**config.mk**
```make
export PLATFORM = sky130hd
export DESIGN_NAME = gamepad_typematic_repeat
export DESIGN_NICKNAME = d
export VERILOG_FILES = /design/src/rtl/gtr_pkg.sv /design/src/rtl/gamepad_typematic_repeat.sv /design/src/rtl/gtr_queue.sv /design/src/rtl/gtr_front.sv /design/src/rtl/gtr_back.sv
export SDC_FILE = /design/constraint.sdc
export NUM_CORES = 1
export LEC_CHECK = 0
export CAP_MARGIN = 25
export CORE_ASPECT_RATIO = 1.5
export CORE_MARGIN = 5
export CORE_UTILIZATION = 65
export DETAILED_ROUTE_END_ITERATION = 16
export DONT_BUFFER_PORTS = 1
export PLACE_DENSITY_LB_ADDON = 0.05
export RECOVER_POWER = 50
export SLEW_MARGIN = 20
export SYNTH_ARGS = -nofsm -noshare
export SYNTH_HDL_FRONTEND = slang
export SYNTH_SLANG_ARGS = --single-unit
```
**constraint.sdc**
```tcl
create_clock -name clk_i -period 6.7 [get_ports clk_i]
set_input_delay 0.335 -clock clk_i [delete_from_list [all_inputs] [get_ports clk_i]]
set_output_delay 0.335 -clock clk_i [all_outputs]
set_load 0.02 [all_outputs]
```
**src/rtl/gtr_pkg.sv**
```systemverilog
package gtr_pkg;

  localparam int NUM_REPEAT_BUTTONS_DEF = 12;
  localparam int NUM_BUTTONS_DEF        = 14;

  localparam logic [15:0] DELAY_RESET  = 16'd250;
  localparam logic [14:0] THRESH_RESET = 15'd8192;

  // register index, taken from paddr[2]
  localparam logic REG_DELAY  = 1'b0;
  localparam logic REG_THRESH = 1'b1;

  localparam logic [2:0] EV_LEFT_TRIGGER  = 3'd4;
  localparam logic [2:0] EV_RIGHT_TRIGGER = 3'd5;

  localparam int QUEUE_DEPTH = 2;
  localparam int QPTR_W      = $clog2(QUEUE_DEPTH);
  localparam int QCNT_W      = $clog2(QUEUE_DEPTH + 1);

  typedef enum logic [1:0] {
    ACT_DIGITAL = 2'd0,
    ACT_AXIS    = 2'd1,
    ACT_TRIGGER = 2'd2,
    ACT_TICK    = 2'd3
  } action_e;

  // Classified item: a tick, or up to two button updates applied in order.
  typedef struct packed {
    logic       is_tick;
    logic       en0;
    logic [3:0] btn0;
    logic       down0;
    logic       en1;
    logic [3:0] btn1;
    logic       down1;
  } cmd_t;

  typedef struct packed {
    logic       valid;
    logic [2:0] code;
    logic [3:0] btn;
    logic       rep;
  } event_t;

  typedef struct packed {
    event_t ev;
    logic   any;
    logic   last;
  } result_t;

  // Event of a button; valid low where the button has no event code.
  function automatic event_t button_event(logic [3:0] b, int nrb, logic rep);
    event_t     e;
    logic [4:0] b5;
    e  = '0;
    b5 = {1'b0, b};
    if (b5 < 5'(nrb)) begin
      e.valid = 1'b1;
      e.code  = {1'b0, b[1:0]};
    end else if (b5 == 5'(nrb)) begin
      e.valid = 1'b1;
      e.code  = EV_LEFT_TRIGGER;
    end else if (b5 == 5'(nrb + 1)) begin
      e.valid = 1'b1;
      e.code  = EV_RIGHT_TRIGGER;
    end
    if (e.valid) begin
      e.btn = b;
      e.rep = rep;
    end
    return e;
  endfunction

endpackage

```
**src/rtl/gamepad_typematic_repeat.sv**
```systemverilog
// Channel   Direction  Handshake                 Beat
// config    in/out     psel/penable/pwrite       one register write or read (pready high)
// in        in         in_valid_i / in_stall_o   action, button_index, pressed, analog_value
// out       out        out_valid_o / out_stall_i one result; last marks the item's final one
//
// The front takes one beat a cycle into a two-entry command queue until it fills.
// Button, axis and trigger items each give one result from the back while the output is free.
// For a tick the back visits one countdown a cycle while a second event has room.
// A stalled output holds the back; the queue then fills and stalls the input.
// Reset clears the held buttons and restores both registers; countdowns load on press.
module gamepad_typematic_repeat #(
  parameter int NUM_REPEAT_BUTTONS = gtr_pkg::NUM_REPEAT_BUTTONS_DEF,
  parameter int NUM_BUTTONS        = gtr_pkg::NUM_BUTTONS_DEF
) (
  input  logic               clk_i,
  input  logic               rst_ni,
  input  logic               psel,
  input  logic               penable,
  input  logic               pwrite,
  input  logic [2:0]         paddr,
  input  logic [31:0]        pwdata,
  output logic [31:0]        prdata,
  output logic               pready,
  input  logic               in_valid_i,
  output logic               in_stall_o,
  input  logic [1:0]         action_i,
  input  logic [3:0]         button_index_i,
  input  logic               pressed_i,
  input  logic signed [15:0] analog_value_i,
  output logic               out_valid_o,
  input  logic               out_stall_i,
  output logic               event_valid_o,
  output logic [2:0]         event_code_o,
  output logic [3:0]         source_button_o,
  output logic               is_repeat_o,
  output logic               any_held_o,
  output logic               last_o
);
  import gtr_pkg::*;

  logic        push, full, pop, q_valid;
  cmd_t        cmd_in, cmd_out;
  logic [15:0] delay;
  result_t     res;

  assign pready = 1'b1;

  gtr_front #(
    .NUM_BUTTONS (NUM_BUTTONS)
  ) u_front (
    .clk_i          (clk_i),
    .rst_ni         (rst_ni),
    .psel           (psel),
    .penable        (penable),
    .pwrite         (pwrite),
    .paddr          (paddr),
    .pwdata         (pwdata),
    .prdata         (prdata),
    .in_valid_i     (in_valid_i),
    .in_stall_o     (in_stall_o),
    .action_i       (action_i),
    .button_index_i (button_index_i),
    .pressed_i      (pressed_i),
    .analog_value_i (analog_value_i),
    .queue_full_i   (full),
    .push_o         (push),
    .cmd_o          (cmd_in),
    .delay_o        (delay)
  );

  gtr_queue u_queue (
    .clk_i   (clk_i),
    .rst_ni  (rst_ni),
    .push_i  (push),
    .cmd_i   (cmd_in),
    .full_o  (full),
    .pop_i   (pop),
    .valid_o (q_valid),
    .cmd_o   (cmd_out)
  );

  gtr_back #(
    .NUM_REPEAT_BUTTONS (NUM_REPEAT_BUTTONS),
    .NUM_BUTTONS        (NUM_BUTTONS)
  ) u_back (
    .clk_i       (clk_i),
    .rst_ni      (rst_ni),
    .cmd_valid_i (q_valid),
    .cmd_i       (cmd_out),
    .pop_o       (pop),
    .delay_i     (delay),
    .out_valid_o (out_valid_o),
    .out_stall_i (out_stall_i),
    .out_o       (res)
  );

  assign event_valid_o   = res.ev.valid;
  assign event_code_o    = res.ev.code;
  assign source_button_o = res.ev.btn;
  assign is_repeat_o     = res.ev.rep;
  assign any_held_o      = res.any;
  assign last_o          = res.last;

endmodule

```
**src/rtl/gtr_queue.sv**
```systemverilog
module gtr_queue (
  input  logic          clk_i,
  input  logic          rst_ni,
  input  logic          push_i,
  input  gtr_pkg::cmd_t cmd_i,
  output logic          full_o,
  input  logic          pop_i,
  output logic          valid_o,
  output gtr_pkg::cmd_t cmd_o
);
  import gtr_pkg::*;

  cmd_t              mem_q [QUEUE_DEPTH];
  logic [QPTR_W-1:0] wr_q, wr_d, rd_q, rd_d;
  logic [QCNT_W-1:0] cnt_q, cnt_d;

  assign full_o  = (cnt_q == QCNT_W'(QUEUE_DEPTH));
  assign valid_o = (cnt_q != '0);
  assign cmd_o   = mem_q[rd_q];

  always_comb begin
    wr_d  = push_i ? wr_q + 1'b1 : wr_q;
    rd_d  = pop_i ? rd_q + 1'b1 : rd_q;
    cnt_d = cnt_q + QCNT_W'(push_i) - QCNT_W'(pop_i);
  end

  always_ff @(posedge clk_i or negedge rst_ni) begin
    if (!rst_ni) begin
      wr_q  <= '0;
      rd_q  <= '0;
      cnt_q <= '0;
    end else begin
      wr_q  <= wr_d;
      rd_q  <= rd_d;
      cnt_q <= cnt_d;
    end
  end

  always_ff @(posedge clk_i) begin
    if (push_i) begin
      mem_q[wr_q] <= cmd_i;
    end
  end

endmodule

```
**src/rtl/gtr_front.sv**
```systemverilog
module gtr_front #(
  parameter int NUM_BUTTONS = gtr_pkg::NUM_BUTTONS_DEF
) (
  input  logic               clk_i,
  input  logic               rst_ni,
  input  logic               psel,
  input  logic               penable,
  input  logic               pwrite,
  input  logic [2:0]         paddr,
  input  logic [31:0]        pwdata,
  output logic [31:0]        prdata,
  input  logic               in_valid_i,
  output logic               in_stall_o,
  input  logic [1:0]         action_i,
  input  logic [3:0]         button_index_i,
  input  logic               pressed_i,
  input  logic signed [15:0] analog_value_i,
  input  logic               queue_full_i,
  output logic               push_o,
  output gtr_pkg::cmd_t      cmd_o,
  output logic [15:0]        delay_o
);
  import gtr_pkg::*;

  logic [15:0]        delay_q;
  logic [14:0]        thresh_q;
  logic               wr_en;
  logic signed [16:0] val_x, thr_x, nthr_x;
  logic               below, above;
  logic [4:0]         idx5, idx5_next;
  logic               idx_ok, pair_ok;

  assign wr_en   = psel && penable && pwrite;
  assign prdata  = (paddr[2] == REG_THRESH) ? {17'd0, thresh_q} : {16'd0, delay_q};
  assign delay_o = delay_q;

  always_ff @(posedge clk_i or negedge rst_ni) begin
    if (!rst_ni) begin
      delay_q  <= DELAY_RESET;
      thresh_q <= THRESH_RESET;
    end else if (wr_en) begin
      if (paddr[2] == REG_THRESH) begin
        thresh_q <= pwdata[14:0];
      end else begin
        delay_q <= pwdata[15:0];
      end
    end
  end

  assign in_stall_o = queue_full_i;
  assign push_o     = in_valid_i && !queue_full_i;

  assign val_x     = {analog_value_i[15], analog_value_i};
  assign thr_x     = $signed({2'b00, thresh_q});
  assign nthr_x    = -thr_x;
  assign below     = val_x < nthr_x;
  assign above     = val_x > thr_x;
  assign idx5      = {1'b0, button_index_i};
  assign idx5_next = idx5 + 5'd1;
  assign idx_ok    = idx5 < 5'(NUM_BUTTONS);
  assign pair_ok   = !button_index_i[0] && (idx5_next < 5'(NUM_BUTTONS));

  always_comb begin
    cmd_o      = '0;
    cmd_o.btn0 = button_index_i;
    cmd_o.btn1 = idx5_next[3:0];
    unique case (action_e'(action_i))
      ACT_DIGITAL: begin
        cmd_o.en0   = idx_ok;
        cmd_o.down0 = pressed_i;
      end
      ACT_AXIS: begin
        // negative button first, then the positive one
        cmd_o.en0   = pair_ok;
        cmd_o.down0 = below;
        cmd_o.en1   = pair_ok;
        cmd_o.down1 = above;
      end
      ACT_TRIGGER: begin
        cmd_o.en0   = idx_ok;
        cmd_o.down0 = above;
      end
      ACT_TICK: begin
        cmd_o.is_tick = 1'b1;
      end
      default: begin
        cmd_o.is_tick = 1'b1;
      end
    endcase
  end

endmodule

```
**src/rtl/gtr_back.sv**
```systemverilog
module gtr_back #(
  parameter int NUM_REPEAT_BUTTONS = gtr_pkg::NUM_REPEAT_BUTTONS_DEF,
  parameter int NUM_BUTTONS        = gtr_pkg::NUM_BUTTONS_DEF
) (
  input  logic             clk_i,
  input  logic             rst_ni,
  input  logic             cmd_valid_i,
  input  gtr_pkg::cmd_t    cmd_i,
  output logic             pop_o,
  input  logic [15:0]      delay_i,
  output logic             out_valid_o,
  input  logic             out_stall_i,
  output gtr_pkg::result_t out_o
);
  import gtr_pkg::*;

  localparam int IDX_W = (NUM_REPEAT_BUTTONS > 1) ? $clog2(NUM_REPEAT_BUTTONS) : 1;
  localparam logic [IDX_W-1:0] LAST_IDX = IDX_W'(NUM_REPEAT_BUTTONS - 1);

  typedef enum logic [2:0] {
    ST_IDLE  = 3'b001,
    ST_SCAN  = 3'b010,
    ST_FLUSH = 3'b100
  } state_e;

  state_e               state_q, state_d;
  logic [IDX_W-1:0]     scan_q, scan_d;
  logic [NUM_BUTTONS-1:0] held_q, held_d;
  logic [15:0]          cnt_q [NUM_REPEAT_BUTTONS];
  event_t               pend_q, pend_d;
  logic                 pend_valid_q, pend_valid_d;
  logic                 any_q, any_d;
  result_t              out_q, out_d;
  logic                 out_valid_q, out_valid_d;

  logic                 out_free;
  logic [15:0]          held16, m1, m2;
  logic                 fire0, fire1, fired;
  logic [3:0]           fire_btn;
  event_t               set_ev;
  logic [3:0]           scan_btn;
  logic [15:0]          cnt_rd;
  logic                 scan_held, scan_fire;
  logic                 cnt_we;
  logic [IDX_W-1:0]     cnt_wa;
  logic [15:0]          cnt_wd;

  assign out_free    = !out_valid_q || !out_stall_i;
  assign out_valid_o = out_valid_q;
  assign out_o       = out_q;

  // Press path: apply both updates in order, at most one can fire.
  always_comb begin
    held16 = 16'(held_q);
    fire0  = cmd_i.en0 && cmd_i.down0 && !held16[cmd_i.btn0];
    m1     = held16;
    if (cmd_i.en0) begin
      m1[cmd_i.btn0] = cmd_i.down0;
    end
    fire1 = cmd_i.en1 && cmd_i.down1 && !m1[cmd_i.btn1];
    m2    = m1;
    if (cmd_i.en1) begin
      m2[cmd_i.btn1] = cmd_i.down1;
    end
    fired    = fire0 || fire1;
    fire_btn = fire0 ? cmd_i.btn0 : cmd_i.btn1;
    set_ev   = button_event(fire_btn, NUM_REPEAT_BUTTONS, 1'b0);
    if (!fired) begin
      set_ev = '0;
    end
  end

  assign scan_btn  = 4'(scan_q);
  assign cnt_rd    = cnt_q[scan_q];
  assign scan_held = held16[scan_btn];
  assign scan_fire = scan_held && (cnt_rd < 16'd2);

  always_comb begin
    state_d      = state_q;
    scan_d       = scan_q;
    held_d       = held_q;
    pend_d       = pend_q;
    pend_valid_d = pend_valid_q;
    any_d        = any_q;
    out_valid_d  = out_valid_q && out_stall_i;
    out_d        = out_q;
    pop_o        = 1'b0;
    cnt_we       = 1'b0;
    cnt_wa       = scan_q;
    cnt_wd       = cnt_rd - 16'd1;
    unique case (state_q)
      ST_IDLE: begin
        if (cmd_valid_i) begin
          if (cmd_i.is_tick) begin
            pop_o        = 1'b1;
            any_d        = |held_q;
            scan_d       = '0;
            pend_valid_d = 1'b0;
            state_d      = ST_SCAN;
          end else if (out_free) begin
            pop_o       = 1'b1;
            held_d      = m2[NUM_BUTTONS-1:0];
            out_valid_d = 1'b1;
            out_d.ev    = set_ev;
            out_d.any   = |m2[NUM_BUTTONS-1:0];
            out_d.last  = 1'b1;
            if (fired && ({1'b0, fire_btn} < 5'(NUM_REPEAT_BUTTONS))) begin
              cnt_we = 1'b1;
              cnt_wa = fire_btn[IDX_W-1:0];
              cnt_wd = delay_i;
            end
          end
        end
      end
      ST_SCAN: begin
        // hold the scan while a second event finds no room
        if (!(scan_fire && pend_valid_q && !out_free)) begin
          if (scan_held) begin
            cnt_we = 1'b1;
            cnt_wd = scan_fire ? delay_i : cnt_rd - 16'd1;
          end
          if (scan_fire) begin
            if (pend_valid_q) begin
              out_valid_d = 1'b1;
              out_d.ev    = pend_q;
              out_d.any   = any_q;
              out_d.last  = 1'b0;
            end
            pend_d       = button_event(scan_btn, NUM_REPEAT_BUTTONS, 1'b1);
            pend_valid_d = 1'b1;
          end
          if (scan_q == LAST_IDX) begin
            state_d = ST_FLUSH;
          end else begin
            scan_d = scan_q + 1'b1;
          end
        end
      end
      ST_FLUSH: begin
        if (out_free) begin
          out_valid_d  = 1'b1;
          out_d.ev     = pend_valid_q ? pend_q : '0;
          out_d.any    = any_q;
          out_d.last   = 1'b1;
          pend_valid_d = 1'b0;
          state_d      = ST_IDLE;
        end
      end
      default: begin
        state_d = ST_IDLE;
      end
    endcase
  end

  always_ff @(posedge clk_i or negedge rst_ni) begin
    if (!rst_ni) begin
      state_q      <= ST_IDLE;
      scan_q       <= '0;
      held_q       <= '0;
      pend_valid_q <= 1'b0;
      out_valid_q  <= 1'b0;
    end else begin
      state_q      <= state_d;
      scan_q       <= scan_d;
      held_q       <= held_d;
      pend_valid_q <= pend_valid_d;
      out_valid_q  <= out_valid_d;
    end
  end

  always_ff @(posedge clk_i) begin
    pend_q <= pend_d;
    any_q  <= any_d;
    out_q  <= out_d;
    if (cnt_we) begin
      cnt_q[cnt_wa] <= cnt_wd;
    end
  end

endmodule

```
==> flow_summary.json <==
{
  "async_flop_share_pct": 19.59,
  "arrival_ps": 5880,
  "worst_ir_drop_vdd_mv": 0.3319,
  "grt.busiest_layer": "met2",
  "violations": "capacitance limit, slew limit",
  "worst_slew_pin_slew_ps": 3152,
  "yosysSeqAreaShare_pct": 56.76,
  "max_freq_mhz": 176.7,
  "diodes": 0,
  "start_util_pct": 65.78,
  "timing.rr.end": "u_back.cnt_q[9][1]",
  "netlist_instances": 1147,
  "crit_type": "flop to flop",
  "yosysMostFrequentCell": "edfxtp_1",
  "hold_path.class": "input pin to flop",
  "ys_warn_count": 0,
  "maxCapViolCount": 2,
  "drive_above_1_share_pct": 16.40,
  "synth_commonest_cells": "238 x edfxtp_1, 116 x nand2_1, 79 x mux2_2",
  "ys.flop_type": "edfxtp_1",
  "grt_overflow": 0,
  "numPortBuffers": 0,
  "syn_area_sq_um": 15170,
  "fill_cells": 1541,
  "ant_nets": 0,
  "drc": 0,
  "p_leak_nw": 6.016,
  "syn_area_per_cell_sq_um": 13.22,
  "required_ps": 6920,
  "crit_fanout": 26,
  "synthSimpleGateAreaFrac_pct": 10.86,
  "synth_cell_types": 82,
  "start_kind": "flop",
  "grt_antenna_before_repair": 0,
  "critPathSlowestCell": "clkbuf_1",
  "crit_path_end": "u_back.cnt_q[9][1]",
  "synth_area_leaders": "edfxtp_1 47%, dfrtp_1 8.2%, mux2_2 5.9%",
  "synthToLayoutAreaGrowth_pct": 9.677,
  "synth_edf_count": 238,
  "wirelength_um": 35040,
  "clock_latency_ps": 550,
  "use_met2_pct": 49.32,
  "setup_tns_ps": 0,
  "drtPass1Iterations": 5,
  "fp.dieW_um": 134.7,
  "cp_cell_sequence": "clkbuf_1, nor2b_1, a22o_1, o31ai_1, or4_1, nand3b_4, nor3_1, nand2_1, o21bai_4, mux2i_1",
  "grt_util_met1_pct": 31.36,
  "slew_viol_final": 86,
  "synth_largest_area_cell": "edfxtp_1",
  "io_pins": 111,
  "synthXorXnorAreaFrac_pct": 1.906,
  "setup_viol": 0,
  "finalCriticalPeriod_ps": 5658,
  "grt_max_degree": 62,
  "multi_input_comb_area_sq_um": 6073,
  "seq_area_sq_um": 8612,
  "reg2reg_slack_ps": 1040,
  "crit_family": "simple AND/OR/NAND/NOR gates",
  "place_hpwl_um": 24180,
  "p_total_mw": 6.737,
  "gp_congestion": 0.9039,
  "drt_iter0_markers": 654,
  "nNetsFinal": 1277,
  "path_depth": 10,
  "grt_pass1_vias": 9349,
  "reg2reg_from": "u_back.scan_btn[1]",
  "dr_total_vias": 9499,
  "die_area_sq_um": 26550,
  "rows": 68,
  "clockBufferDepth": 3,
  "grt_pass1_wl_um": 53390,
  "critPathLaunch": "u_back.scan_btn[1]",
  "cts_buffers": 29,
  "crit_path_end_kind": "flop",
  "powerDensity_nw_per_um2": 405.0,
  "cts.sinks": 296,
  "viasPerCell": 6.291,
  "slew-limit-headroom_pct": -110.1,
  "grt_use_total_pct": 26.31,
  "synth_top_area_share_pct": 47.12,
  "die_height_um": 197.1,
  "rsz0062_at_grt": "false",
  "period_share_pct": 84.45,
  "root_buffer": "clkbuf_16",
  "hold_viol_final": 0,
  "fp.coreArea_sq_um": 23060,
  "cp_num_buf_inv": 1,
  "synthMuxAreaShare_pct": 16.07,
  "wl_per_cell_um": 23.20,
  "cpPeakStageDelay_ps": 1180,
  "cts_tree": "yes",
  "finClkSkew_ps": 10.83,
  "synth_fa_ha_area_share_pct": 3.217,
  "htreeDepth": 1,
  "clkTransAtPathRegs_ps": 60,
  "ys_ff_latch": 296,
  "synth_top_family_by_area": "multiplexers",
  "synth-compound-area-share_pct": 7.639,
  "grtUsageMet3_pct": 3.236,
  "reg2reg_depth": 10,
  "outcome": "complete, but fails checks"
}
## per-layer routing
layer / vias to the layer above / wire length (um)
met5: - / 0
met4: 0 / 1180
met3: 88 / 1814
met2: 315 / 19050
met1: 4713 / 12990
li1: 4383 / -
## worst reg2reg max path, delay by kind of cell, from the launching register on
| family | cells | cell delay (ps) |
|---|---|---|
| simple gates | 5 | 2070 |
| buf+inv | 1 | 1180 |
| compound gates | 3 | 900 |
| mux | 1 | 830 |
| flops | 1 | 340 |
## final cells by class
class,count,area share (%)
multi-input combinational,760,36.51
tap,315,2.369
clock inverter,21,1.587
inverter,39,0.8800
clock buffer,32,4.430
sequential,296,51.77
timing repair buffer,47,2.452
## timing repair
| action | 4_1_cts | 5_1_grt |
|---|---|---|
| resized for setup | 0 | 0 |
| setup endpoints to repair | 0 | 0 |
| buffers inserted | 0 | 0 |
| hold endpoints to repair | 100 | 0 |
| hold buffers | 23 | 0 |
## stage by stage
stage	std cells	utilization (%)	hold slack, ps	setup slack, ps	area (sq um)
after global placement	1429	66.73	40.69	1801	15390
final	1510	72.15	37.05	1042	16630
after floorplan	1162	-	39.41	2865	15220
after CTS	1507	72.24	18.79	1716	16660
after detailed placement	1431	66.83	41.73	1780	15410
after global routing	1510	72.15	34.54	710.9	16630
## kinds of logic after synthesis
group | Yosys count
AOI/OAI and AO/OA | 158
xor gates and xnor gates | 33
buffers and inverters | 106
DFF | 296
other | 2
and+or+nand+nor | 326
muxes | 187
adders and majority gates | 39
## sequential cells by signal (all words and copies together), names as in the netlist
| register | flops |
|---|---|
| u_queue.wr_q | 1 |
| u_back.any_q | 1 |
| u_front.thresh_q | 15 |
| u_queue.rd_q | 1 |
| u_back.out_valid_o | 1 |
| u_back.scan_btn | 4 |
| u_back.out_o | 11 |
| u_back.pend_valid_q | 1 |
| u_back.state_q | 3 |
| u_queue.cnt_q | 2 |
| u_back.pend_q | 8 |
| u_front.delay_o | 16 |
| u_queue.mem_q | 26 |
| u_back.cnt_q | 192 |
| u_back.held_q | 14 |
## report_power, final
part           internal (mW)  total (mW)  switching [mW]
clock network          0.994        1.68           0.688
registers               2.55        2.85           0.301
logic                  0.860        2.21            1.35
## cell usage in the layout (no fill, tap or decap), types with 29 or more instances in the layout
cell type / Yosys / layout
inv_1: 39 / 39
mux2i_1: 59 / 59
mux2_2: 79 / 65
nor2_1: 72 / 72
ha_1: 39 / 39
edfxtp_1: 238 / 238
clkbuf_16: 0 / 29
nand2_1: 116 / 116
mux4_2: 36 / 36
dfrtp_1: 50 / 49
## worst min path at each step
stage	startpoint	cells after the start	slack [ps]	end
2_1_floorplan	rst_ni	0	40	u_back.held_q[0]
3_3_place_gp	rst_ni	0	40	u_front.delay_o[15]
3_5_place_dp	rst_ni	0	40	u_front.thresh_q[3]
4_1_cts	button_index_i[2]	1	20	u_queue.mem_q[1][3]
5_1_grt	button_index_i[2]	1	30	u_queue.mem_q[1][3]
6_report	button_index_i[2]	1	40	u_queue.mem_q[1][3]
Note: power is estimated with default switching activity, not from simulation.
